$ cat src/hw/rtl/keypad_scan_debounce_fifo_macros.svh
// assertion macros shared by the keypad scanner rtl
// expects clk and arst_n in the scope where a macro is used
`ifndef KEYPAD_SCAN_DEBOUNCE_FIFO_MACROS_SVH
`define KEYPAD_SCAN_DEBOUNCE_FIFO_MACROS_SVH

`ifndef ASSERT_OFF
`define KPSD_ASSERT(name, prop, msg) \
	name: assert property (@(posedge clk) disable iff (!arst_n) prop) else $error(msg);
`define KPSD_NEVER(name, cond, msg) \
	name: assert property (@(posedge clk) disable iff (!arst_n) !(cond)) else $error(msg);
`else
`define KPSD_ASSERT(name, prop, msg)
`define KPSD_NEVER(name, cond, msg)
`endif

`endif

$ cat src/hw/rtl/kpsd_pkg.sv
// shared constants, codes and structs of the keypad scanner
// no dependencies
package kpsd_pkg;

	localparam int ROWS       = 4;
	localparam int COLS       = 4;
	localparam int FIFO_DEPTH = 16;

	localparam int LINES_W    = 16;
	localparam int KEY_W      = 8;
	localparam int ACTION_W   = 2;
	localparam int MAP_W      = 2;
	localparam int RCNT_W     = 3;
	localparam int CNT_W      = 16;
	localparam int LIMIT_W    = 5;
	localparam int STATUS_W   = 1;

	localparam int ROW_W      = (ROWS > 1) ? $clog2(ROWS) : 1;
	localparam int COL_W      = (COLS > 1) ? $clog2(COLS) : 1;
	localparam int TBL_DEPTH  = ROWS * COLS;
	localparam int TBL_W      = (TBL_DEPTH > 1) ? $clog2(TBL_DEPTH) : 1;
	localparam int PTR_W      = (FIFO_DEPTH > 1) ? $clog2(FIFO_DEPTH) : 1;
	localparam int FILL_W     = $clog2(FIFO_DEPTH + 1);
	localparam int DIM_W      = 4;

	localparam int APB_ADDR_W = 4;
	localparam int APB_DATA_W = 32;

	typedef enum logic [ACTION_W-1:0] {
		ACT_POLL   = 2'd0,
		ACT_POP    = 2'd1,
		ACT_ASSIGN = 2'd2
	} action_t;

	typedef enum logic [1:0] {
		REG_SCAN_ROWS      = 2'd0,
		REG_SCAN_COLS      = 2'd1,
		REG_DEBOUNCE_LIMIT = 2'd2,
		REG_KEY_LIMIT      = 2'd3
	} cfg_reg_t;

	typedef struct packed {
		logic [RCNT_W-1:0]  scan_rows;
		logic [RCNT_W-1:0]  scan_cols;
		logic [CNT_W-1:0]   debounce_limit;
		logic [LIMIT_W-1:0] key_limit;
	} cfg_t;

	typedef struct packed {
		logic             found;
		logic [ROW_W-1:0] row;
		logic [COL_W-1:0] col;
	} scan_hit_t;

	typedef struct packed {
		logic             push;
		logic             pop;
		logic [KEY_W-1:0] push_data;
	} fifo_ctrl_t;

	typedef struct packed {
		logic [FILL_W-1:0] fill;
		logic [KEY_W-1:0]  head_data;
	} fifo_stat_t;

endpackage

$ cat src/hw/rtl/kpsd_scan.sv
// matrix scan: first pressed key, columns outer and rows inner
// depends on kpsd_pkg
module kpsd_scan
	import kpsd_pkg::*;
(
	input  logic [LINES_W-1:0] lines,
	input  cfg_t               cfg,
	output scan_hit_t          hit
);

	logic [DIM_W-1:0] nrow;
	logic [DIM_W-1:0] ncol;

	assign nrow = (int'(cfg.scan_rows) > ROWS) ? DIM_W'(ROWS) : DIM_W'(cfg.scan_rows);
	assign ncol = (int'(cfg.scan_cols) > COLS) ? DIM_W'(COLS) : DIM_W'(cfg.scan_cols);

	// walk from the highest position down so the lowest pressed one wins
	always_comb begin
		hit = '0;
		for (int c = COLS - 1; c >= 0; c--) begin
			for (int r = ROWS - 1; r >= 0; r--) begin
				if ((c * ROWS + r) < LINES_W && c < int'(ncol) && r < int'(nrow)
						&& lines[(c * ROWS + r) % LINES_W]) begin
					hit.found = 1'b1;
					hit.row   = ROW_W'(r);
					hit.col   = COL_W'(c);
				end
			end
		end
	end

endmodule

$ cat config.mk
export PLATFORM = sky130hd
export DESIGN_NAME = kpsd_scan
export DESIGN_NICKNAME = d
export VERILOG_FILES = /design/src/hw/rtl/keypad_scan_debounce_fifo_macros.svh /design/src/hw/rtl/kpsd_pkg.sv /design/src/hw/rtl/kpsd_scan.sv
export SDC_FILE = /design/constraint.sdc
export NUM_CORES = 1
export LEC_CHECK = 0
export ABC_CLOCK_PERIOD_IN_PS = 3180
export BUFFER_PORTS_ARGS = -buffer_cell sky130_fd_sc_hd__buf_4
export CAP_MARGIN = 25
export CELL_PAD_IN_SITES_DETAIL_PLACEMENT = 0
export CELL_PAD_IN_SITES_GLOBAL_PLACEMENT = 1
export CORE_UTILIZATION = 23
export DETAILED_ROUTE_END_ITERATION = 10
export PLACE_DENSITY_LB_ADDON = 0.3
export RECOVER_POWER = 50
export SYNTH_ARGS = -nofsm -noshare
export SYNTH_HDL_FRONTEND = slang
export SYNTH_SLANG_ARGS = --single-unit
$ cat constraint.sdc
create_clock -name vclk -period 3.18
set_clock_uncertainty 0.2 [all_clocks]
set_input_delay 0.477 -clock vclk [all_inputs]
set_output_delay 0.477 -clock vclk [all_outputs]
set_load 0.01 [all_outputs]
Word level (Yosys, flattened, before mapping). Index checks and enable logic that the tools add are counted.

Input bits: 43. Bits in registers: 0. Logic and storage cells: 60. Output and inout bits: 5.

Reduce and logical (&&, ||, !) cells: 32. Mux-type cells: 18. Order comparisons: 10.

Operator list (number): two-way mux 5 bit (16); logical AND 1 bit (32); less-than comparator 1 x 3 -> 1 bit, first input constant (4); less-than comparator 2 x 3 -> 1 bit, first input constant (4); greater-than comparator 3 bit, second input constant (2); two-way mux 3 bit (2).

Longest topological paths before layout.
Word-level depth: 21. Gate-level depth with buffers: 6. Depth with buffers taken out: 5.

Least setup slack after synthesis. Ideal clock, no wire load.

Kind: input-to-output. From: in cfg[23] in the netlist's numbering. To: out hit[1] in the netlist's numbering. Slack: 1.036 ns. Data required time: 2.503 ns. Arrival: 1.467 ns. Path buffers: 1. Stages: 5. Path through: buf_2 -> or3_1 -> o21ai_0 -> and2_2 -> nor2b_1.

RTL lines: from (decl) (line kpsd_scan.sv:7) `input cfg_t cfg,`; to (decl) (line kpsd_scan.sv:8) `output scan_hit_t hit`.

==> flow_metrics.env <==
export IMPL_slew_headroom=0.633
export IMPL_p_int_w=0.0000465
export IMPL_cp_cell_sequence="clkbuf_1 > or2_2 > a31oi_1 > o22ai_1 > a211oi_1 > o32a_2 > buf_4"
export IMPL_cp_data_required_time_ps=2500
export IMPL_postPlaceCellArea_sq_um=637
export IMPL_fin_setup_tns_ps=0
export IMPL_drive_above_1_share=0.323
export IMPL_crit_arrival_ps=1940
export IMPL_crit_type="input pin to primary output"
export IMPL_startpoint_type="input pin"
export IMPL_wl_per_cell_um=10.9
export IMPL_slew_violations=0
export IMPL_netlist_top_cells_area="o21ai_0, nand2_1, a21oi_1, nor2_1, nand3_1"
export IMPL_grt_pass1_vias=519
export IMPL_gp_congestion=0.804
export IMPL_pre_cts_slack_ps=752
export IMPL_ys_types=31
export IMPL_hold_viol=0
export IMPL_vias_per_cell=5.02
export IMPL_rsz0062_at_grt="false"
export IMPL_yosysSeqAreaShare=0
export IMPL_syn_nets=119
export IMPL_p_seq_frac=0
export IMPL_stdcell_area_sq_um=629
export IMPL_num_io_pins=48
export IMPL_dr_pass1_iters=4
export IMPL_min_to="hit[2]"
export IMPL_end_kind="primary output"
export IMPL_grt_first_pass_wirelength_um=2100
export IMPL_regArea_sq_um=0
export IMPL_final_cell_mix="buf_4, nand2_1, o21ai_0, nor2_1, a21oi_1"
export IMPL_max_freq_mhz=383
export IMPL_clock_buffers=0
export IMPL_port_buffers=27
export IMPL_diodes=0
export IMPL_maxCapViolations=0
export IMPL_track_usage=0.133
export IMPL_rows=15
export IMPL_initial_utilization=0.247
export IMPL_p_sw_w=0.0000446
export IMPL_hp_class="input pin to primary output"
export IMPL_hp_start="lines[0]"
export IMPL_initialDrtViolationCount=5
export IMPL_finalCritPeriodShare=0.822
export IMPL_power_density_mw_per_mm2=145
export IMPL_hold_path_depth=4
export IMPL_combinationalPowerShare=1.000
export IMPL_layout_nets=144
export IMPL_swShare=0.490
export IMPL_grt_overflow=0
export IMPL_die_w_um=45.3
export IMPL_holdBufCountCts=0
export IMPL_critical_path_max_stage_delay_ps=390
export IMPL_power_w=0.0000911
export IMPL_synth_top_area_frac=0.116
export IMPL_grt_max_degree=16
export IMPL_avgSynthCellArea_sq_um=5.68
export IMPL_dieArea_sq_mm=0.00205
export IMPL_syn_area_sq_um=432
export IMPL_cp_slowest_cell="or2_2"
export IMPL_timing_final_crit_period_ps=2610
export IMPL_final_common_cell="buf_4"
export IMPL_worst_slew_pin_slew_ps=551
export IMPL_postCtsSetupBuffers=0
export IMPL_max_vdd_ir_drop_mv=0.0478
export IMPL_seq_cell_count=0
export IMPL_status="completed"
export IMPL_antenna_left=0
export IMPL_clockPowerShare=0
export IMPL_finalSetupViolCount=0
export IMPL_cts_resized_gates=0
export IMPL_cp_max_fo=13
export IMPL_vias=623
export IMPL_die_y_um=45.3
export IMPL_worst_slack_ps=568
export IMPL_finalNonFillerCells=124
export IMPL_ys_warn_count=0
export IMPL_synthesis_instances=76
export IMPL_placed_cells=124
export IMPL_yosysTopAreaCell="o21ai_0"
export IMPL_hpwlAfterDp_um=1090
export IMPL_area_growth_pct=45.8
export IMPL_drc=0
export IMPL_coreArea_sq_mm=0.00175
export IMPL_routed_wl_um=1360
export IMPL_antenna_found_initial=0
export IMPL_p_leak_nw=0.280
-- worst max-delay path, delay by kind of cell --
family / cells / cell delay [ps]
buffers and inverters: 2 / 360
AND/OR/NAND/NOR: 1 / 390
AO/OA/AOI/OAI: 4 / 720
-- worst max-delay path by stage --
stage	start	end	slack, ps	cells past startpoint
6_report	cfg[25]	hit[2]	570	7
5_1_grt	cfg[25]	hit[2]	440	7
4_1_cts	cfg[25]	hit[2]	740	7
3_5_place_dp	cfg[25]	hit[2]	750	7
3_3_place_gp	cfg[25]	hit[2]	740	7
2_1_floorplan	cfg[23]	hit[1]	1040	5
-- through the flow --
step | util | hold slack (ps)
final | 0.361 | 1250
after global routing | 0.361 | 1310
after CTS | 0.365 | 1250
after detailed placement | 0.365 | 1250
after global placement | 0.365 | 1250
after floorplan | - | 1020
-- final cells by class --
| class | instances | area [sq um] |
|---|---|---|
| fill | 208 | 1120 |
| timing repair buffer | 27 | 195 |
| multi-input combinational | 69 | 392 |
| inverter | 3 | 11.3 |
| tap | 25 | 31.3 |
-- Yosys cell counts (all sizes together) --
library cell,instances
nand2,12
o21ai,10
a21oi,7
nor2,7
nand3,5
buf,4
inv,3
o22ai,3
a21o,2
a22o,2
and2,2
nor2b,2
nor3,2
o221ai,2
or2,2
a211o,1
a211oi,1
a21boi,1
a31oi,1
and4,1
maj3,1
nand4,1
o2111ai,1
o21a,1
o32a,1
or3,1
-- metal layers --
layer / wire length, um / track usage / vias up
li1: - / - / 333
met1: 595 / 0.176 / 267
met2: 668 / 0.252 / 23
met3: 91 / 0.00400 / 0
met4: 0 / 0 / 0
met5: 0 / 0 / -
-- power groups by stage --
stage	Combinational [W]	Clock (W)	Sequential, W
after floorplan	0.0000520	0	0
after detailed placement	0.0000930	0	0
after global placement	0.0000934	0	0
final	0.0000911	0	0
after CTS	0.0000933	0	0
after global routing	0.000101	0	0
-- kinds of logic after synthesis --
| logic type | synth area share |
|---|---|
| buf+inv | 0.0928 |
| compound gates | 0.496 |
| simple gates | 0.388 |
| fa+ha+maj | 0.0232 |
(Power assumes the default switching activity.)
