**src/hw/rtl/keypad_scan_debounce_fifo_macros.svh**
```systemverilog
// assertion macros shared by the keypad scanner rtl
// expects clk and arst_n in the scope where a macro is used
`ifndef KEYPAD_SCAN_DEBOUNCE_FIFO_MACROS_SVH
`define KEYPAD_SCAN_DEBOUNCE_FIFO_MACROS_SVH

`ifndef ASSERT_OFF
`define KPSD_ASSERT(name, prop, msg) \
	name: assert property (@(posedge clk) disable iff (!arst_n) prop) else $error(msg);
`define KPSD_NEVER(name, cond, msg) \
	name: assert property (@(posedge clk) disable iff (!arst_n) !(cond)) else $error(msg);
`else
`define KPSD_ASSERT(name, prop, msg)
`define KPSD_NEVER(name, cond, msg)
`endif

`endif

```
**src/hw/rtl/kpsd_pkg.sv**
```systemverilog
// shared constants, codes and structs of the keypad scanner
// no dependencies
package kpsd_pkg;

	localparam int ROWS       = 4;
	localparam int COLS       = 4;
	localparam int FIFO_DEPTH = 16;

	localparam int LINES_W    = 16;
	localparam int KEY_W      = 8;
	localparam int ACTION_W   = 2;
	localparam int MAP_W      = 2;
	localparam int RCNT_W     = 3;
	localparam int CNT_W      = 16;
	localparam int LIMIT_W    = 5;
	localparam int STATUS_W   = 1;

	localparam int ROW_W      = (ROWS > 1) ? $clog2(ROWS) : 1;
	localparam int COL_W      = (COLS > 1) ? $clog2(COLS) : 1;
	localparam int TBL_DEPTH  = ROWS * COLS;
	localparam int TBL_W      = (TBL_DEPTH > 1) ? $clog2(TBL_DEPTH) : 1;
	localparam int PTR_W      = (FIFO_DEPTH > 1) ? $clog2(FIFO_DEPTH) : 1;
	localparam int FILL_W     = $clog2(FIFO_DEPTH + 1);
	localparam int DIM_W      = 4;

	localparam int APB_ADDR_W = 4;
	localparam int APB_DATA_W = 32;

	typedef enum logic [ACTION_W-1:0] {
		ACT_POLL   = 2'd0,
		ACT_POP    = 2'd1,
		ACT_ASSIGN = 2'd2
	} action_t;

	typedef enum logic [1:0] {
		REG_SCAN_ROWS      = 2'd0,
		REG_SCAN_COLS      = 2'd1,
		REG_DEBOUNCE_LIMIT = 2'd2,
		REG_KEY_LIMIT      = 2'd3
	} cfg_reg_t;

	typedef struct packed {
		logic [RCNT_W-1:0]  scan_rows;
		logic [RCNT_W-1:0]  scan_cols;
		logic [CNT_W-1:0]   debounce_limit;
		logic [LIMIT_W-1:0] key_limit;
	} cfg_t;

	typedef struct packed {
		logic             found;
		logic [ROW_W-1:0] row;
		logic [COL_W-1:0] col;
	} scan_hit_t;

	typedef struct packed {
		logic             push;
		logic             pop;
		logic [KEY_W-1:0] push_data;
	} fifo_ctrl_t;

	typedef struct packed {
		logic [FILL_W-1:0] fill;
		logic [KEY_W-1:0]  head_data;
	} fifo_stat_t;

endpackage

```
**src/hw/rtl/kpsd_key_fifo.sv**
```systemverilog
// circular key fifo with fill count, one push or one pop per cycle
// depends on kpsd_pkg and the assertion macros
`include "keypad_scan_debounce_fifo_macros.svh"
module kpsd_key_fifo
	import kpsd_pkg::*;
(
	input  logic       clk,
	input  logic       arst_n,
	input  fifo_ctrl_t ctrl,
	output fifo_stat_t stat
);

	logic [KEY_W-1:0]  mem_q [FIFO_DEPTH];
	logic [PTR_W-1:0]  head_q;
	logic [PTR_W-1:0]  tail_q;
	logic [FILL_W-1:0] fill_q;

	function automatic logic [PTR_W-1:0] ptr_inc(input logic [PTR_W-1:0] ptr);
		return (ptr == PTR_W'(FIFO_DEPTH - 1)) ? '0 : PTR_W'(ptr + 1'b1);
	endfunction

	always_ff @(posedge clk) begin
		if (ctrl.push) begin
			mem_q[tail_q] <= ctrl.push_data;
		end
	end

	always_ff @(posedge clk or negedge arst_n) begin
		if (!arst_n) begin
			head_q <= '0;
			tail_q <= '0;
			fill_q <= '0;
		end else begin
			if (ctrl.push) begin
				tail_q <= ptr_inc(tail_q);
				fill_q <= FILL_W'(fill_q + 1'b1);
			end else if (ctrl.pop) begin
				head_q <= ptr_inc(head_q);
				fill_q <= FILL_W'(fill_q - 1'b1);
			end
		end
	end

	assign stat.fill      = fill_q;
	assign stat.head_data = mem_q[head_q];

	`KPSD_NEVER(a_fill_range, int'(fill_q) > FIFO_DEPTH, "fifo fill above depth")
	`KPSD_ASSERT(a_push_count, ctrl.push |=> fill_q == FILL_W'($past(fill_q) + 1'b1), "push did not raise fill")
	`KPSD_ASSERT(a_empty_ptrs, (fill_q == '0) |-> (head_q == tail_q), "empty fifo with split pointers")
	`KPSD_NEVER(a_pop_empty, ctrl.pop && (fill_q == '0), "pop from empty fifo")

endmodule

```
**config.mk**
```make
export PLATFORM = sky130hd
export DESIGN_NAME = kpsd_key_fifo
export DESIGN_NICKNAME = d
export VERILOG_FILES = /design/src/hw/rtl/kpsd_pkg.sv /design/src/hw/rtl/kpsd_key_fifo.sv
export VERILOG_INCLUDE_DIRS = /design/src /design/src/hw/rtl
export SDC_FILE = /design/constraint.sdc
export NUM_CORES = 1
export LEC_CHECK = 0
export ABC_AREA = 0
export BUFFER_PORTS_ARGS = -buffer_cell sky130_fd_sc_hd__buf_2
export CORE_MARGIN = 1
export CORE_UTILIZATION = 25
export DETAILED_ROUTE_END_ITERATION = 12
export GPL_TIMING_DRIVEN = 1
export SLEW_MARGIN = 10
export SYNTH_ARGS = -nofsm -noshare
export SYNTH_HDL_FRONTEND = slang
export SYNTH_SLANG_ARGS = --single-unit
```
**constraint.sdc**
```tcl
create_clock -name clk -period 5.2 [get_ports clk]
set_input_delay 0 -clock clk [delete_from_list [all_inputs] [get_ports clk]]
set_output_delay 0 -clock clk [all_outputs]
set_load 0.01 [all_outputs]
```
==> Word-level counts from Yosys, hierarchy flattened <==
Memory sizes are Yosys's and may differ from the RTL's.
Index checks and enable logic that the tools add are counted.
{ "word_totals": {"register_bits": 13, "mem_bits_rw": 128, "in_bits": 12, "output_inout_bits": 13, "word_cells": 19, "mem_count": 1} }
{ "op_classes": {"n_addsub": 4, "n_eq_ne": 2, "mux": 6, "n_bitwise": 1, "n_reduce_logical": 2} }
{ "memory_table": {"columns": ["memory", "depth", "word_bits", "rd", "rd_clocked_by_memory_dff", "write_ports", "line", "text"], "rows": [
  ["mem_q", 16, 8, 1, 0, 1, "kpsd_key_fifo.sv:13", "logic [KEY_W-1:0] mem_q [FIFO_DEPTH];"]
]} }
{ "op_table": {"columns": ["op", "n"], "rows": [
  ["5-bit two-way mux", 2],
  ["4-bit by 1-bit adder with 4-bit output (second input constant)", 2],
  ["4-bit equality test (second input constant)", 2],
  ["4-bit two-way mux", 2],
  ["5-bit by 1-bit adder with 5-bit output (second input constant)", 1],
  ["5-bit by 1-bit subtractor with 5-bit output (second input constant)", 1],
  ["1-bit two-way mux", 2],
  ["2-bit AND reduction", 1],
  ["2-bit nonzero test", 1],
  ["1-bit inverter", 1]
]} }

==> Logic depth before layout (Yosys ltp) <==
{ "logic_depth": {"word_depth": 3, "ltp_mapped": 7, "mapped_depth_nobuf": 6} }

==> Worst setup path after synthesis <==
No wires, ideal clock.
{ "synth_timing": {"path_type": "reg-to-reg", "from": "register tail_q[0]", "to": "memory mem_q[0][0], enable pin", "setup_time_ns": 0.383, "arrival_ns": 1.356, "required_ns": 4.817, "slack_ns": 3.461, "path_stages_with_launch": 5, "n_path_buf": 0, "period_less_slack_ns": 1.739, "path_cell_list": "dfrtp_1 > inv_1 > ha_1 > nand2_1 > nor3_1"} }
{ "synth_lines": {"columns": ["item", "line", "text"], "rows": [
  ["from (decl)", "kpsd_key_fifo.sv:15", "logic [PTR_W-1:0] tail_q;"],
  ["from (signal assigned)", "kpsd_key_fifo.sv:35", "tail_q <= ptr_inc(tail_q);"],
  ["to (decl)", "kpsd_key_fifo.sv:13", null]
]} }
Straight into the memory's write port.

==> flow_metrics.env <==
export IMPL_hold_path_end="fill_q[0]"
export IMPL_reg2reg_to="mem_q[8][5]"
export IMPL_nets=369
export IMPL_synth_top_area_cell="edfxtp_1"
export IMPL_drcViolationCount=0
export IMPL_path_cells="mux2i_1 > a22oi_1 > mux2i_1 > o21ai_1 > buf_2"
export IMPL_grt_max_degree=45
export IMPL_p_per_area_mw_per_mm2=522
export IMPL_synth_avg_cell_area_um2=18.7
export IMPL_die_x_um=154
export IMPL_worstPathArrival_ns=2.58
export IMPL_placed_cell_area_mm2=0.00616
export IMPL_slew_headroom_pct=24.6
export IMPL_first_pass_iters=4
export IMPL_power_total_mw=3.61
export IMPL_fin_crit_sh_pct=49.6
export IMPL_final_common_cell="edfxtp_1"
export IMPL_clock_sinks=141
export IMPL_first_global_vias=2983
export IMPL_regArea_mm2=0.00417
export IMPL_pwr_share_seq_pct=43.1
export IMPL_switching_share_pct=31.9
export IMPL_critPathKind="register to output port"
export IMPL_slowest_delay_ns=1.09
export IMPL_final_cells=646
export IMPL_cp_start_kind="register"
export IMPL_slew_viol_final=0
export IMPL_globalRouteOverflowTotal=0
export IMPL_die_h_um=154
export IMPL_dp_cells=601
export IMPL_setup_ws_ns=2.62
export IMPL_grtUsageTotal_pct=10.4
export IMPL_min_path_type="primary input to register"
export IMPL_final_cell_area_mm2=0.00691
export IMPL_cts_buffers=17
export IMPL_cts_resized=0
export IMPL_initial_utilization_pct=25.5
export IMPL_post_route_util_pct=30.5
export IMPL_rrSetupSlack_ns=3.12
export IMPL_routed_wl_um=11400
export IMPL_required_ns=5.20
export IMPL_cp_end_kind="output port"
export IMPL_setup_viol=0
export IMPL_irDropWorstVdd_mv=0.222
export IMPL_hp_start="ctrl[8]"
export IMPL_synthCells=308
export IMPL_reg2reg_depth=4
export IMPL_fp_dieArea_mm2=0.0237
export IMPL_ys_seq_area_share_pct=72.3
export IMPL_worst_pin_slew_ns=1.13
export IMPL_holdWs_ns=0.472
export IMPL_synthDistinctLibCells=33
export IMPL_coreArea_mm2=0.0226
export IMPL_gp_congestion=0.727
export IMPL_critPathMaxFanout=44
export IMPL_pre_cts_ws_ns=3.05
export IMPL_rsz0062_at_grt="no"
export IMPL_maxCapViolCount=0
export IMPL_via_per_inst=4.47
export IMPL_path_common_cell="mux2i_1"
export IMPL_synth_area_mm2=0.00577
export IMPL_clk_insertion_delay_late_ns=0.43
export IMPL_drtIter0Drc=210
export IMPL_clock_skew_ns=0.0119
export IMPL_io_pins=25
export IMPL_rows=55
export IMPL_p_int_mw=2.46
export IMPL_clk_pin_slew_ns=0.06
export IMPL_grt_pass1_wl_um=17600
export IMPL_dp_hpwl_um=7240
export IMPL_hold_depth=4
export IMPL_synth_seq_cells=141
export IMPL_routed_via_count=2889
export IMPL_cts_tree="done"
export IMPL_drive_gt1_share_pct=20.8
export IMPL_clockBufferDepth=2
export IMPL_antenna_found_initial=0
export IMPL_p_sw_mw=1.15
export IMPL_status="complete, no violations"
export IMPL_clock_fmax_mhz=388
export IMPL_comb_power_share_pct=22.4
export IMPL_yosysTopAreaCellShare_pct=66.6
export IMPL_ant_nets=0
export IMPL_clk_root_buffer_cell="clkbuf_16"
export IMPL_tns_ns=0
export IMPL_syn_num_nets=329
export IMPL_nFillCells=2138
export IMPL_n_antenna_cell=0
export IMPL_r2r_start="tail_q[0]"
export IMPL_multi_input_area_mm2=0.00149
export IMPL_slowest_stage="dfrtp_2"
export IMPL_yosysWarnings=0
export IMPL_leakage_nw=2.36
export IMPL_areaGrowthSynthToFinish_pct=19.8
export IMPL_power_frac_clock_pct=34.4
export IMPL_fin_crit_ns=2.58
export IMPL_final_cell_mix="128 x edfxtp_1, 26 x mux2i_1, 24 x buf_2"
export IMPL_final_hold_viol_count=0
export IMPL_post_drt_wl_per_cell_um=17.7
export IMPL_port_buffers=24
export IMPL_synthTopCellsByArea="edfxtp_1 67%, mux4_1 5.9%, dfrtp_1 5.6%"
export IMPL_cts_max_level=4
-- cell type report --
cell class | instances | area share [%]
clock buffers | 17 | 6.16
multi-input cells | 146 | 21.6
flip-flops and latches | 141 | 60.4
inverters | 4 | 0.217
clock inverters | 15 | 2.79
well taps | 285 | 5.16
repair buffers | 38 | 3.73
-- synth_stat cells --
| library cell | instances |
|---|---|
| a21o_1 | 2 |
| o41ai_1 | 1 |
| mux4_1 | 13 |
| nor2_1 | 17 |
| o21ai_0 | 6 |
| nand2b_1 | 5 |
| a22oi_1 | 8 |
| inv_1 | 4 |
| nor3_1 | 2 |
| buf_4 | 1 |
| ha_1 | 8 |
| buf_12 | 1 |
| nand2_1 | 12 |
| buf_2 | 4 |
| a21oi_1 | 4 |
| dfrtp_1 | 13 |
| xnor2_1 | 6 |
| nand3_1 | 1 |
| nand4_1 | 1 |
| and2b_2 | 1 |
| nor2b_1 | 1 |
| buf_1 | 1 |
| mux2i_1 | 26 |
| and2_2 | 1 |
| o21ai_1 | 8 |
| a32oi_1 | 8 |
| mux2_2 | 2 |
| clkbuf_1 | 8 |
| xor2_1 | 1 |
| buf_6 | 2 |
| fa_1 | 1 |
| edfxtp_1 | 128 |
| mux4_2 | 11 |
-- metal layers --
metal  vias to the layer above  track usage, %  part of all wire (%)
met5                         -               0                     0
met4                         0            4.00                   1.4
met3                        12            3.07                   4.4
met2                        60            17.0                    50
met1                      1493            12.9                    44
li1                       1324               -                     -
-- critical path: cells and delay by family, from the launching register on --
| family | cells | cell delay, ns |
|---|---|---|
| DFF | 1 | 1.09 |
| AOI/OAI and AO/OA | 2 | 0.55 |
| muxes | 2 | 0.30 |
| buffers and inverters | 1 | 0.17 |
-- how the worst max path moves through the flow --
| stage | from | to | slack [ns] | cells after the start |
|---|---|---|---|---|
| finish | head_q[1] | stat[0] | 2.62 | 5 |
| global route | head_q[1] | stat[0] | 2.46 | 5 |
| CTS | head_q[1] | stat[0] | 2.59 | 5 |
| detailed placement | head_q[1] | stat[0] | 3.05 | 5 |
| global placement | tail_q[0] | mem_q[0][7] | 2.96 | 4 |
| floorplan | tail_q[0] | mem_q[0][0] | 3.46 | 4 |
-- cells by family (layout without fill, tap and decap cells) --
group,Yosys count,count (layout),synth area share (%)
flip-flops,141,141,72.3
multiplexers,52,52,15.1
AND/OR/NAND/NOR,41,41,3.19
AO/OA/AOI/OAI,37,37,4.23
adder cells (fa/ha/maj),9,9,2.08
buffers and inverters,21,74,2.06
XOR/XNOR,7,7,1.06
-- power groups by stage --
stage	registers (mW)	logic, mW	clock network (mW)
after global placement	1.57	0.784	0
final	1.55	0.809	1.24
after CTS	1.56	0.816	1.26
after global routing	1.58	0.885	1.31
after floorplan	1.46	0.647	0
after detailed placement	1.58	0.806	0
-- state kept, by name, summed over array words and instances, names as in the netlist --
register,count
fill_q,5
head_q,4
mem_q,128
tail_q,4
-- repair_timing --
action / 4_1_cts / 5_1_grt
hold endpoints to repair: 146 / 0
hold buffers: 13 / 0
setup buffers: 0 / 0
(Power assumes the default switching activity.)
