**src/hw/rtl/keypad_scan_debounce_fifo_macros.svh**
```systemverilog
// assertion macros shared by the keypad scanner rtl
// expects clk and arst_n in the scope where a macro is used
`ifndef KEYPAD_SCAN_DEBOUNCE_FIFO_MACROS_SVH
`define KEYPAD_SCAN_DEBOUNCE_FIFO_MACROS_SVH

`ifndef ASSERT_OFF
`define KPSD_ASSERT(name, prop, msg) \
	name: assert property (@(posedge clk) disable iff (!arst_n) prop) else $error(msg);
`define KPSD_NEVER(name, cond, msg) \
	name: assert property (@(posedge clk) disable iff (!arst_n) !(cond)) else $error(msg);
`else
`define KPSD_ASSERT(name, prop, msg)
`define KPSD_NEVER(name, cond, msg)
`endif

`endif

```
**src/hw/rtl/kpsd_pkg.sv**
```systemverilog
// shared constants, codes and structs of the keypad scanner
// no dependencies
package kpsd_pkg;

	localparam int ROWS       = 4;
	localparam int COLS       = 4;
	localparam int FIFO_DEPTH = 16;

	localparam int LINES_W    = 16;
	localparam int KEY_W      = 8;
	localparam int ACTION_W   = 2;
	localparam int MAP_W      = 2;
	localparam int RCNT_W     = 3;
	localparam int CNT_W      = 16;
	localparam int LIMIT_W    = 5;
	localparam int STATUS_W   = 1;

	localparam int ROW_W      = (ROWS > 1) ? $clog2(ROWS) : 1;
	localparam int COL_W      = (COLS > 1) ? $clog2(COLS) : 1;
	localparam int TBL_DEPTH  = ROWS * COLS;
	localparam int TBL_W      = (TBL_DEPTH > 1) ? $clog2(TBL_DEPTH) : 1;
	localparam int PTR_W      = (FIFO_DEPTH > 1) ? $clog2(FIFO_DEPTH) : 1;
	localparam int FILL_W     = $clog2(FIFO_DEPTH + 1);
	localparam int DIM_W      = 4;

	localparam int APB_ADDR_W = 4;
	localparam int APB_DATA_W = 32;

	typedef enum logic [ACTION_W-1:0] {
		ACT_POLL   = 2'd0,
		ACT_POP    = 2'd1,
		ACT_ASSIGN = 2'd2
	} action_t;

	typedef enum logic [1:0] {
		REG_SCAN_ROWS      = 2'd0,
		REG_SCAN_COLS      = 2'd1,
		REG_DEBOUNCE_LIMIT = 2'd2,
		REG_KEY_LIMIT      = 2'd3
	} cfg_reg_t;

	typedef struct packed {
		logic [RCNT_W-1:0]  scan_rows;
		logic [RCNT_W-1:0]  scan_cols;
		logic [CNT_W-1:0]   debounce_limit;
		logic [LIMIT_W-1:0] key_limit;
	} cfg_t;

	typedef struct packed {
		logic             found;
		logic [ROW_W-1:0] row;
		logic [COL_W-1:0] col;
	} scan_hit_t;

	typedef struct packed {
		logic             push;
		logic             pop;
		logic [KEY_W-1:0] push_data;
	} fifo_ctrl_t;

	typedef struct packed {
		logic [FILL_W-1:0] fill;
		logic [KEY_W-1:0]  head_data;
	} fifo_stat_t;

endpackage

```
**src/hw/rtl/kpsd_cfg_regs.sv**
```systemverilog
// apb configuration registers of the keypad scanner
// depends on kpsd_pkg
module kpsd_cfg_regs
	import kpsd_pkg::*;
(
	input  logic                  clk,
	input  logic                  arst_n,
	input  logic                  psel,
	input  logic                  penable,
	input  logic                  pwrite,
	input  logic [APB_ADDR_W-1:0] paddr,
	input  logic [APB_DATA_W-1:0] pwdata,
	output logic [APB_DATA_W-1:0] prdata,
	output logic                  pready,
	output cfg_t                  cfg
);

	cfg_t     cfg_q;
	cfg_reg_t reg_sel;
	logic     wr_en;

	assign reg_sel = cfg_reg_t'(paddr[APB_ADDR_W-1:2]);
	assign wr_en   = psel && penable && pwrite;
	assign pready  = 1'b1;
	assign cfg     = cfg_q;

	always_ff @(posedge clk or negedge arst_n) begin
		if (!arst_n) begin
			cfg_q.scan_rows      <= RCNT_W'(4);
			cfg_q.scan_cols      <= RCNT_W'(4);
			cfg_q.debounce_limit <= CNT_W'(10);
			cfg_q.key_limit      <= LIMIT_W'(16);
		end else if (wr_en) begin
			unique case (reg_sel)
				REG_SCAN_ROWS:      cfg_q.scan_rows      <= pwdata[RCNT_W-1:0];
				REG_SCAN_COLS:      cfg_q.scan_cols      <= pwdata[RCNT_W-1:0];
				REG_DEBOUNCE_LIMIT: cfg_q.debounce_limit <= pwdata[CNT_W-1:0];
				REG_KEY_LIMIT:      cfg_q.key_limit      <= pwdata[LIMIT_W-1:0];
				default: ;
			endcase
		end
	end

	always_comb begin
		unique case (reg_sel)
			REG_SCAN_ROWS:      prdata = APB_DATA_W'(cfg_q.scan_rows);
			REG_SCAN_COLS:      prdata = APB_DATA_W'(cfg_q.scan_cols);
			REG_DEBOUNCE_LIMIT: prdata = APB_DATA_W'(cfg_q.debounce_limit);
			REG_KEY_LIMIT:      prdata = APB_DATA_W'(cfg_q.key_limit);
			default:            prdata = '0;
		endcase
	end

endmodule

```
**config.mk**
```make
export PLATFORM = sky130hd
export DESIGN_NAME = kpsd_cfg_regs
export DESIGN_NICKNAME = d
export VERILOG_FILES = /design/src/hw/rtl/keypad_scan_debounce_fifo_macros.svh /design/src/hw/rtl/kpsd_pkg.sv /design/src/hw/rtl/kpsd_cfg_regs.sv
export SDC_FILE = /design/constraint.sdc
export NUM_CORES = 1
export LEC_CHECK = 0
export BUFFER_PORTS_ARGS = -buffer_cell sky130_fd_sc_hd__buf_2
export CAP_MARGIN = 25
export CORE_UTILIZATION = 44
export DETAILED_ROUTE_END_ITERATION = 10
export PLACE_DENSITY = 0.85
export SLEW_MARGIN = 20
export SYNTH_ARGS = -nofsm -noshare
export SYNTH_HDL_FRONTEND = slang
export SYNTH_SLANG_ARGS = --single-unit
```
**constraint.sdc**
```tcl
create_clock -name clk -period 2.39 [get_ports clk]
set_input_delay 0.1195 -clock clk [delete_from_list [all_inputs] [get_ports clk]]
set_output_delay 0.1195 -clock clk [all_outputs]
set_load 0.05 [all_outputs]
```
Word level (Yosys, flattened, before mapping)
Index checks and enable logic that the tools add are counted.

Bitwise gates (word level): 0. $add $sub $neg: 0. Reduce and logical (&&, ||, !) cells: 7. Divide/modulo/power cells: 0. Muxes and demuxes: 1. Shifts and indexed selects: 0. $mul: 0. Magnitude comparators: 0. Eq/ne operators: 3.

Operator list (number): 32-bit one-hot mux with 4 select lines (1); 2-bit AND reduction (4); 2-bit equality test (second input constant) (2); 2-bit by 1-bit equality test with 1-bit output (second input constant) (1); 1-bit logical AND (2); 2-bit zero test (1).

Memory bits (read-only): 0. Output and inout bits: 60. RAM bits: 0. Flip-flop bits (word level): 27. Latch bits: 0. Memories: 0.

Longest topological paths before layout
Gate-level depths: netlist (run 1).

Depth after elaboration: 3. Gate-level depth with buffers: 6. Gate-level depth less buffers: 3.

Worst setup path before layout (run 1)
OpenSTA, ideal clock, no wires.

Kind: reg2out. From: register cfg_q, in the netlist cfg[4]. To: output port prdata[4]. Slack: 0.758 ns. Stages on the path, launching flop included: 3. Path buffers: 0. Data arrival time: 1.512 ns. Cell sequence: dfstp_2 mux2i_1 nor2b_1.

Cells in the longest elaborated chain, start to end: 1.

Ends and longest elaborated chain: start, declared (RTL line kpsd_cfg_regs.sv:18) `cfg_t cfg_q;`; 32-bit one-hot mux with 4 select lines (RTL line kpsd_cfg_regs.sv:45) `unique case (reg_sel)`; end, declared (RTL line kpsd_cfg_regs.sv:13) `output logic [APB_DATA_W-1:0] prdata,`.

Every way passes these cells. The select of a mux whose other input is x is not followed.

Worst setup path after layout (run 1)
From: register cfg_q, in the netlist cfg[5]. To: output port prdata[0].

Same word-level chain as after synthesis.

==> reports/summary.txt, run 1 <==
Max Freq: 637 MHz
Die Height: 59.2 µm
Critical path class: reg -> out
WP buf/inv: 1
Max reg flops: 27
Clock skew: 0 ps
Ys flop type: dfrtp_1
Drc violations: 0
Hold EP: cfg[19]
Total Die Area: 3510 µm²
Remaining Overflow, GRT: 0
Max incr delay on CP: 480 ps
Startpoint Class: flip-flop
RSZ-0062 raised after global routing: false
Layout area overhead: 20.1%
Endpoints failing hold: 0
Slew at the pin with the worst max-slew slack: 597 ps
Netlist cell types: 20
Crit. End Element: output port
EDFF count, synth: 0
IO Pins: 101
H-tree depth: 1
Yosys reg bits: 27
Final nets: 208
Maximum VDD drop: 544 µV
Async set or reset register ratio after synthesis: 100%
Max-slew violation count: 0
CTS Buffer Depth: 2
Post-DP HPWL: 2.13 mm
Crit path DAT: 1450 ps
Leakage: 0.917 nW
RD Place Congestion: 0.704
Clock transition at path regs: 150 ps
Final min period: 1570 ps
Die Wd: 59.2 µm
Final cell count without fillers: 210
Worst-path cell chain: mux4_2 -> buf_2
Worst R2R Start: cfg[10]
FF-to-FF path depth: 1
Final TNS setup: 0 ps
Worst hold-check path type: in -> reg
Pin count of the biggest net entering global routing: 28
Hold buffers post-CTS: 1
Core Area: 3080 µm²
DR vias/cell: 4.64
Slowest CP cell: mux4_2
Fin Hold WS: 21.1 ps
Worst R2R End: cfg[10]
Pre-antenna DRT Iters: 3
Pwr Density: 1030 nW/µm²
Clk root buf: clkbuf_4
Post-Syn Area: 1440 µm²
Row Count: 20
Max_slew headroom: 60.2%
Period utilisation layout: 65.6%
Setup-failing EPs final: 0
All-Layer GR Usage: 17.1%
Worst-Skew Late Latency: 310 ps
Via count: 975
Initial antenna violation count: 0
Cell family with most CP delay: multiplexers
Status: finished, final reports clean
Reg2Reg Setup Slack: 1590 ps
CP required: 2270 ps
Num CTS Buffers: 3
First-pass GRT wire length: 4.44 mm
Maxcap violations: 0
Setup repair bufs after CTS: 0
WL/cell: 13.7 µm
Avg Inst Size Synth: 14.0 µm²
Sequential area share after synthesis: 47.3%
Share of cells above drive strength 1: 63.3%
Number of instances in the placed design: 205
Final ANT Viol Nets: 0
CTS resizes: 0
Crit path max fanout: 3
Number of clock sinks: 27
Hold path depth: 2
Starting Density: 46.8%
Total Power: 1.77 mW
Vias in the first global route: 956
Synth warn: 0
DRT iter0 DRCs: 6
Synthesized instance count: 103
Port bufs: 65
CTS tree: done
Routed wire length: 2.87 mm
Ant. Diodes: 0
Hold path start: pwdata[14]
worst max path at each step:
stage / slack (ps) / endpoint / from / cells past startpoint
floorplan: 760 / prdata[4] / cfg[4] / 2
global placement: 920 / cfg[16] / paddr[3] / 4
detailed placement: 870 / cfg[17] / paddr[3] / 4
CTS: 820 / prdata[0] / cfg[5] / 2
global route: 750 / prdata[2] / cfg[7] / 2
finish: 820 / prdata[0] / cfg[5] / 2
power by group:
part	switching (mW)	internal [mW]
logic	0.684	0.243
registers	0.0765	0.577
clock network	0.131	0.0625
layout make-up:
class	instances	area (µm²)
Tap cell	44	55.1
Fill cell	278	1350
Multi-Input combinational cell	69	631
Sequential cell	27	682
Clock inverter	1	5.00
Timing Repair Buffer	66	335
Clock buffer	3	22.5
synth_stat cells (2+ instances only):
library cell | count | area [µm²]
nand3_1 | 2 | 10.0
and2_1 | 11 | 68.8
mux4_2 | 2 | 45.0
conb_1 | 2 | 7.51
nor2b_1 | 2 | 12.5
dfrtp_1 | 22 | 551
mux2i_1 | 2 | 20.0
mux2_2 | 17 | 191
buf_6 | 3 | 33.8
buf_4 | 17 | 128
dfstp_2 | 5 | 131
mux2_4 | 10 | 150
layer usage:
metal	GRT usage, %	wire length [µm]	vias up
met3	2.40	146	2
met5	0	0	-
met1	21.0	1150	494
met2	31.9	1560	40
li1	-	-	439
met4	3.06	11	0
logic make-up after synthesis:
family,share of synthesized area (%)
other,0.521
DFF,47.3
buffers and inverters,12.8
and+or+nand+nor,9.29
muxes,30.0
metrics by stage:
step	util [%]	instance area (µm²)	worst slack (ps)
after floorplan	-	1500	758
after global placement	55.0	1690	920
after detailed placement	55.0	1690	867
after CTS	56.2	1730	817
after global routing	56.2	1730	752
final	56.2	1730	821
cells in the final DEF (no fill, tap or decap), types with 2 or more instances in the layout:
master and instances:
mux2i_1 2, dfrtp_1 22, mux2_2 17, nor2b_1 2, mux2_4 10, dfstp_2 5
mux4_2 2, buf_2 65, clkbuf_4 3, nand3_1 2, and2_1 11, conb_1 17
Note: power is estimated with default switching activity, not from simulation.
==> run 2, diff against run 1 <==
- CORE_UTILIZATION: 44 -> 41
- PLACE_DENSITY: 0.85 -> 0.8
- clock period: 2.39 -> 1.54 ns (I/O delays scaled with it)
==> reports/summary.txt, run 2 (synthesis results as in run 1) <==
Status: finished, final reports clean
Clock skew: 0 ps
IO Pins: 101
Initial antenna violation count: 0
Num CTS Buffers: 3
Critical path class: reg -> out
Max-slew violation count: 0
First-pass GRT wire length: 4.45 mm
Cell family with most CP delay: multiplexers
Core Area: 3360 µm²
GRT busiest layer: met2
Final ANT Viol Nets: 0
All-Layer GR Usage: 16.4%
Setup-failing EPs final: 0
CP required: 1460 ps
CTS tree: done
Met2 GRT Util: 29.5%
Max reg flops: 27
Period utilisation layout: 95.8%
WL/cell: 12.2 µm
Crit path max fanout: 3
Port bufs: 65
Maxcap violations: 0
Endpoints failing hold: 0
Vias in the first global route: 977
Leakage: 0.989 nW
Die Height: 61.3 µm
Most common cell after layout, fill and taps aside: buf_2
CTS Buffer Depth: 2
Worst hold-check path type: in -> reg
Final TNS setup: 0 ps
Number of instances in the placed design: 208
Die Wd: 61.3 µm
Final nets: 225
Maximum VDD drop: 653 µV
Final min period: 1470 ps
Critical path depth in cells: 2
WP buf/inv: 1
Total Power: 2.83 mW
Crit. End Element: output port
Total Die Area: 3760 µm²
Remaining Overflow, GRT: 0
Ant. Diodes: 0
RSZ-0062 raised after global routing: false
Clock transition at path regs: 140 ps
Clk root buf: clkbuf_4
Number of clock sinks: 27
Startpoint Class: flip-flop
H-tree depth: 1
Met1 Use GR: 19.3%
FF-to-FF path depth: 2
Worst-Skew Late Latency: 310 ps
DR vias/cell: 4.57
Layout area overhead: 32.4%
Starting Density: 42.9%
Max_slew headroom: 60.6%
Pre-antenna DRT Iters: 4
Max incr delay on CP: 470 ps
Max Freq: 678 MHz
Met3 Usage GRT: 3.78%
Post-DP HPWL: 1.93 mm
Routed wire length: 2.80 mm
Share of cells above drive strength 1: 60.7%
Final cell count without fillers: 229
Pin count of the biggest net entering global routing: 28
DRT iter0 DRCs: 61
Hold path depth: 2
Via count: 1046
Worst-path cell chain: mux4_2 -> buf_4
Row Count: 21
Commonest cells after routing, fill and taps aside: buf_2 (62), dfrtp_1 (22), mux2_2 (17), conb_1 (17), dlygate4sd3_1 (14)
Drc violations: 0
Pwr Density: 1480 nW/µm²
Crit path DAT: 1400 ps
Slew at the pin with the worst max-slew slack: 592 ps
Slowest CP cell: mux4_2
RD Place Congestion: 0.703
[run 2: cell count changes in the layout (fill, tap and decap cells not counted), sizes merged]
cell | previous run | this run
clkinv | 1 | 0
dlygate4sd3 | 1 | 14
buf | 65 | 69
clkbuf | 3 | 4
[run 2: where the power goes]
part	switching [mW]	internal (mW)	leakage, nW	total, mW
Clock	0.193	0.101	0.0150	0.294
Sequential	0.118	0.896	0.322	1.01
Combinational	1.07	0.446	0.652	1.52
Total	1.38	1.44	0.989	2.83
[run 2: worst register-to-register path, cell delays in order, from the launching register on]
cell and delay (ps):
dfrtp_1 420, buf_4 140, mux2_4 250
[run 2: repair_timing]
| item | CTS | global route |
|---|---|---|
| gates resized for setup | 0 | 9 |
| hold buffers | 14 | 0 |
| endpoints found under the hold margin | 36 | 0 |
| endpoints found under the setup margin | 0 | 3 |
| setup buffers | 0 | 3 |
[run 2: final timing paths]
kind	slack, ps	to	start
worst min register to register	540	cfg[15]	cfg[15]
min in group asynchronous	290	cfg[22]	arst_n
worst max register to register	630	cfg[7]	cfg[7]
worst max-delay path	70	prdata[0]	cfg[0]
worst min-delay path	40	cfg[6]	pwdata[1]
max in group asynchronous	870	cfg[17]	arst_n
[run 2: layout make-up]
type                       count  area, µm²
timing repair buffer          83        510
tap                           46       57.6
multi-input combinational     69        632
fill                         296       1460
sequential                    27        682
clock buffer                   4       26.3
[run 2: per-layer routing]
| metal | vias to the layer above | wire [µm] |
|---|---|---|
| met5 | - | 0 |
| met4 | 0 | 0 |
| met3 | 0 | 194 |
| met2 | 61 | 1410 |
| met1 | 508 | 1190 |
| li1 | 477 | - |
[run 2: through the flow]
step / instance area, µm² / util (%) / hold slack (ps) / setup WS, ps
floorplan: 1500 / - / -219 / 106
global placement: 1710 / 50.8 / 109 / 256
detailed placement: 1710 / 50.8 / 121 / 263
CTS: 1870 / 55.7 / 20.4 / 8.25
global route: 1910 / 56.7 / 19.3 / 3.45
finish: 1910 / 56.7 / 35.8 / 65.4
